$ cat config.mk
export PLATFORM = sky130hd
export DESIGN_NAME = tbw_addr
export DESIGN_NICKNAME = d
export VERILOG_FILES = /design/src/hw/rtl/tbw_pkg.sv /design/src/hw/rtl/tbw_addr.sv
export SDC_FILE = /design/constraint.sdc
export NUM_CORES = 1
export LEC_CHECK = 0
export ABC_AREA = 1
export BUFFER_PORTS_ARGS = -buffer_cell sky130_fd_sc_hd__buf_2
export CORE_AREA = 10 10 47 49
export DETAILED_ROUTE_END_ITERATION = 16
export DIE_AREA = 0 0 57 59
export GPL_TIMING_DRIVEN = 0
export PLACE_DENSITY = 0.52
export SYNTH_ARGS = -nofsm -noshare
export SYNTH_HDL_FRONTEND = slang
export SYNTH_SLANG_ARGS = --single-unit
$ cat constraint.sdc
create_clock -name vclk -period 1.44
set_input_delay 0.288 -clock vclk [all_inputs]
set_output_delay 0.288 -clock vclk [all_outputs]
set_load 0.005 [all_outputs]
$ cat src/hw/rtl/tbw_pkg.sv
`default_nettype none

package tbw_pkg;

    // grid geometry
    localparam int COLS       = 64;
    localparam int ROWS       = 32;
    localparam int KEEP       = 4;
    localparam int GRID_ROWS  = ROWS + 2;
    localparam int GRID_CELLS = GRID_ROWS * COLS;
    localparam int KEEP_CELLS = (KEEP + 1) * COLS;

    // field and index widths
    localparam int ROW_W  = 6;
    localparam int COL_W  = 7;
    localparam int CHAR_W = 8;
    localparam int REQ_W  = 2;
    localparam int KIND_W = 2;
    localparam int ADDR_W = $clog2(GRID_CELLS);
    localparam int CNT_W  = $clog2(GRID_CELLS + 1);

    // request codes
    localparam logic [REQ_W-1:0] REQ_WRITE = 2'd0;
    localparam logic [REQ_W-1:0] REQ_WRAP  = 2'd1;
    localparam logic [REQ_W-1:0] REQ_READ  = 2'd2;

    // redraw codes
    localparam logic [KIND_W-1:0] KIND_NONE   = 2'd0;
    localparam logic [KIND_W-1:0] KIND_SPAN   = 2'd1;
    localparam logic [KIND_W-1:0] KIND_SCREEN = 2'd2;

    // characters of interest
    localparam logic [CHAR_W-1:0] BLANK  = 8'h20;
    localparam logic [CHAR_W-1:0] HYPHEN = 8'h2D;

    // store write port
    typedef struct packed {
        logic              we;
        logic [ADDR_W-1:0] addr;
        logic [CHAR_W-1:0] data;
    } t_wr_port;

endpackage

`default_nettype wire

$ cat src/hw/rtl/tbw_addr.sv
`default_nettype none

// Shared cell address unit: row * COLS + offset
module tbw_addr
    import tbw_pkg::*;
(
    input  wire logic [ROW_W-1:0]  i_row,
    input  wire logic [ADDR_W-1:0] i_off,
    output logic      [ADDR_W-1:0] o_addr
);

    localparam int MUL_W = ADDR_W + ROW_W;

    logic [MUL_W-1:0] w_sum;

    assign w_sum  = MUL_W'(i_row) * MUL_W'(COLS) + MUL_W'(i_off);
    assign o_addr = w_sum[ADDR_W-1:0];

endmodule

`default_nettype wire

==> impl_results.md, run 1 <==
* Final hold violation count at 0
* Final setup viols at 2
* Mapped Avg Cell Area at 7.29 um2
* Post-synthesis mux area share at 0
* CP Depth at 7
* Cell breakdown of the critical path: buf_6 > ha_4 > fa_2 > nand3_2 > nand2_2 > xor2_1 > buf_2
* Max_cap viols at 0
* CTS hold repair buffers at 0
* Synth Area in XOR/XNOR at 0.167
* Via count at 318
* First-pass DRT Iterations at 1
* Post-route ant nets at 0
* Yosys cell types at 14
* Sequential cell area at 0 um2
* Die extent in x at 57 um
* Average wire per standard cell at 12.1 um
* Avg Vias per Cell at 4.08
* Total Power at 0.196 mW
* Max-slew violation count at 0
* Status: finished with violations
* Worst VDD drop at 128 uV
* Dominant cells by area after synthesis: ha_1 25%, buf_4 18%, nand2_1 12%
* Largest net degree at the start of global routing at 5
* Area grow syn2layout at 103%
* Sequential-to-total area share from yosys stat at 0
* Mapped Nets at 59
* Drt drc at 0
* Leakage Power at 0.264 nW
* CP Data Arrival Time at 1.29 ns
* Synth Area in Compound Gates at 0.0392
* Core region area at 0.00140 mm2
* Post-detail-place hpwl at 715 um
* Initial core utilization at 0.182
* Most Crowded Layer GR: met2
* CP endpoint kind: output pin
* N_diodes at 0
* Routed wire length at 943 um
* Vias in the first global route at 350
* RSZ-0062 raised after global routing: true
* Met3 Use GR at 0.0150
* Final net count at 88
* Peak fanout along the critical path at 2
* Ys Warns at 0
* Final WS setup at -0.138 ns
* Failing checks: setup timing
* P per Cell Area at 378 mW/mm2
* Gr ovfl total at 0
* Met2 Resource Use GR at 0.112
* Fin crit period at 1.58 ns
* Clock buf count at 0
* Initial antenna violation count at 0
* Final core occ at 0.371
* Most common cell after layout, fill and taps aside: buf_2
* First-pass GRT wire length at 1460 um
* Critical path type: input port to output pin
* Met1 usage at 0.0473
* Drt initial violations at 0
* Worst path max stage delay at 0.36 ns
* Synthesized area at 255 um2
* Critical path's top delay family: adder cells
* Die height at 59 um
* Post-synthesis cell count at 35
* Crit. Startpoint: i_row[0]
* Simple-gate portion of the synthesized area at 0.235
* I/O pin total at 30
* Top cell type by total area after synthesis: ha_1
* Die area at 0.00336 mm2
* CP Launch Type: input port
* Final GP Congestion at 0.630
* Final Cycle Share at 1.10
* Row cnt at 14
* Fmax achieved at 634 MHz
* Highest-delay cell along the critical path: fa_2
* WP data required at 1.15 ns
* Adder-cell share of the synthesized area at 0.324
* Final setup TNS at -0.270 ns
* Max-slew headroom at 0.893
* CP endpoint: o_addr[10]
* Yosys top cell area share at 0.245
* Layout cells sized above 1 at 0.758
* Critical path buffer and inverter count at 2
* Largest family of logic cells by synthesized area: adder cells
* Num sequential at 0
* Worst Tran Pin Value at 0.161 ns
* Total global-route track usage at 0.0514
* Worst Hold Margin at 0.744 ns
* Input/output buffers at 24
* Commonest non-fill, non-tap cells in the layout: 21 x buf_2, 9 x buf_4, 6 x nand2_1
* Worst hold path class: input port to output pin
==> metrics by stage <==
stage / area, um2 / setup slack [ns] / std cells
floorplan: 258 / 0.0243 / 35
global placement: 398 / -0.234 / 75
detailed placement: 398 / -0.233 / 75
CTS: 484 / -0.151 / 77
global route: 519 / -0.164 / 78
finish: 519 / -0.138 / 78
==> cells by family (layout without fill, tap and decap cells) <==
group                      Yosys count  after routing
and+or+nand+nor                     13             13
buffers and inverters               10             37
adders and majority gates            6              6
xor gates and xnor gates             4              4
AOI/OAI and AO/OA                    2              2
==> timing repair <==
action                     4_1_cts  5_1_grt
setup endpoints to repair        5        5
buffers inserted                 2        1
pin swaps                        4        7
resized for setup                9        6
==> where the power goes <==
part	internal [mW]	switching (mW)
combinational	0.112	0.0845
sequential	0	0
clock	0	0
total	0.112	0.0845
==> final cells by class <==
type | count | area (um2)
fill | 166 | 882
tap | 16 | 20.0
multi-input combinational | 25 | 278
inverter | 4 | 15.0
timing repair buffer | 27 | 161
buffer | 6 | 45.0
==> how the worst min path moves through the flow <==
stage	slack (ns)	to	start	cells after the start
6_report	0.74	o_addr[5]	i_off[5]	2
5_1_grt	0.76	o_addr[5]	i_off[5]	2
4_1_cts	0.75	o_addr[5]	i_off[5]	2
3_5_place_dp	0.75	o_addr[2]	i_off[2]	2
3_3_place_gp	0.75	o_addr[4]	i_off[4]	2
2_1_floorplan	0.66	o_addr[0]	i_off[0]	1
==> cell usage after synthesis <==
cell	count
a21oi_1	2
buf_4	6
clkinv_1	1
fa_1	1
ha_1	5
inv_1	3
nand2_1	8
nand2_2	1
nand3_1	2
nand3_2	1
nor2_1	1
xnor2_1	1
xnor2_2	1
xor2_1	2
==> metal layers <==
metal  vias up  wire length [um]
li1        158                 -
met1       141               338
met2        19               529
met3         0                75
met4         0                 0
met5         -                 0
(Power assumes the default switching activity.)
==> inputs of run 2 (changes only) <==
Settings changed: CORE_AREA 10 10 47 49 to 2 2 39 41, DIE_AREA 0 0 57 59 to 0 0 41 43, REMOVE_ABC_BUFFERS set to 1.
==> impl_results.md, run 2 (synthesis results as in run 1) <==
* Initial core utilization at 0.184
* Dpl cell area at 320 um2
* Routed wire length at 619 um
* RSZ-0062 raised after global routing: true
* Final setup viols at 4
* Via count at 264
* Post-route ant nets at 0
* Max-slew headroom at 0.897
* Gr ovfl total at 0
* Cell breakdown of the critical path: buf_6 > ha_4 > fa_2 > nand3_2 > nand2_2 > xor2_1 > buf_2
* Area grow syn2layout at 91.7%
* Average wire per standard cell at 9.38 um
* Fin crit period at 1.57 ns
* Failing checks: setup timing
* Final net count at 76
* WP data required at 1.15 ns
* Critical path buffer and inverter count at 2
* Worst VDD drop at 151 uV
* Input/output buffers at 18
* Clock buf count at 0
* Final Cycle Share at 1.09
* CP endpoint kind: output pin
* CTS hold repair buffers at 0
* Highest-delay cell along the critical path: fa_2
* CP Data Arrival Time at 1.28 ns
* P per Cell Area at 375 mW/mm2
* Placed insts at 63
* Largest net degree at the start of global routing at 5
* Core region area at 0.00138 mm2
* Drt initial violations at 0
* Worst Hold Margin at 0.576 ns
* Sequential cell area at 0 um2
* Row cnt at 14
* Die extent in x at 41 um
* Peak fanout along the critical path at 2
* Drt drc at 0
* I/O pin total at 30
* Worst path max stage delay at 0.36 ns
* Worst Tran Pin Value at 0.154 ns
* Die area at 0.00176 mm2
* Final WS setup at -0.128 ns
* Initial antenna violation count at 0
* Critical path type: input port to output pin
* Die height at 43 um
* Max-slew violation count at 0
* Total global-route track usage at 0.0690
* Max_cap viols at 0
* N_diodes at 0
* Avg Vias per Cell at 4.00
* Leakage Power at 0.230 nW
* Most common cell after layout, fill and taps aside: buf_6
* First-pass GRT wire length at 897 um
* Num sequential at 0
* Worst hold path class: input port to output pin
* CP Launch Type: input port
* Post-detail-place hpwl at 453 um
* Status: finished with violations
* Fmax achieved at 638 MHz
* Critical path's top delay family: adder cells
* Cell area after layout at 489 um2
* Final hold violation count at 0
* Non-filler instance count after layout at 66
* Vias in the first global route at 219
* Commonest non-fill, non-tap cells in the layout: 10 x buf_6, 9 x buf_2, 6 x nand2_2
* Final GP Congestion at 0.683
* First-pass DRT Iterations at 1
* Final core occ at 0.354
* Layout cells sized above 1 at 0.780
-- run 2: cell types whose count changed in the layout (fill, tap and decap cells not counted), sizes merged --
cell,previous run,this run
clkinv,1,0
inv,3,4
buf,33,21
-- run 2: layout make-up --
| cell class | instances | area [um2] |
|---|---|---|
| Tap cell | 16 | 20.0 |
| Inverter | 4 | 15.0 |
| Timing Repair Buffer | 21 | 173 |
| Multi-Input combinational cell | 25 | 282 |
| Fill cell | 159 | 895 |
-- run 2: repair_timing --
action                     CTS  global route
setup buffers                2             1
gates resized for setup     10            19
setup endpoints to repair    5             5
pin swaps                    4            10
-- run 2: worst paths after layout --
| path | start | to | cells past startpoint |
|---|---|---|---|
| max | i_off[6] | o_addr[10] | 7 |
| min | i_off[0] | o_addr[0] | 0 |
-- run 2: metrics by stage --
| stage | setup slack (ns) | TNS, ns | power [mW] |
|---|---|---|---|
| after floorplan | -0.0254 | -0.0254 | 0.0726 |
| after global placement | -0.302 | -0.574 | 0.125 |
| after detailed placement | -0.310 | -0.569 | 0.125 |
| after CTS | -0.160 | -0.311 | 0.157 |
| after global routing | -0.168 | -0.573 | 0.203 |
| final | -0.128 | -0.348 | 0.184 |
-- run 2: power breakdown --
part	leakage (nW)	switching (mW)	internal (mW)
Combinational	0.230	0.0759	0.108
Sequential	0	0	0
Clock	0	0	0
Total	0.230	0.0759	0.108
-- run 2: routing by layer --
| metal | up-vias | part of all wire | GRT usage |
|---|---|---|---|
| li1 | 135 | - | - |
| met1 | 112 | 0.34 | 0.0921 |
| met2 | 17 | 0.56 | 0.106 |
| met3 | 0 | 0.092 | 0.0314 |
| met4 | 0 | 0 | 0 |
| met5 | - | 0 | 0 |
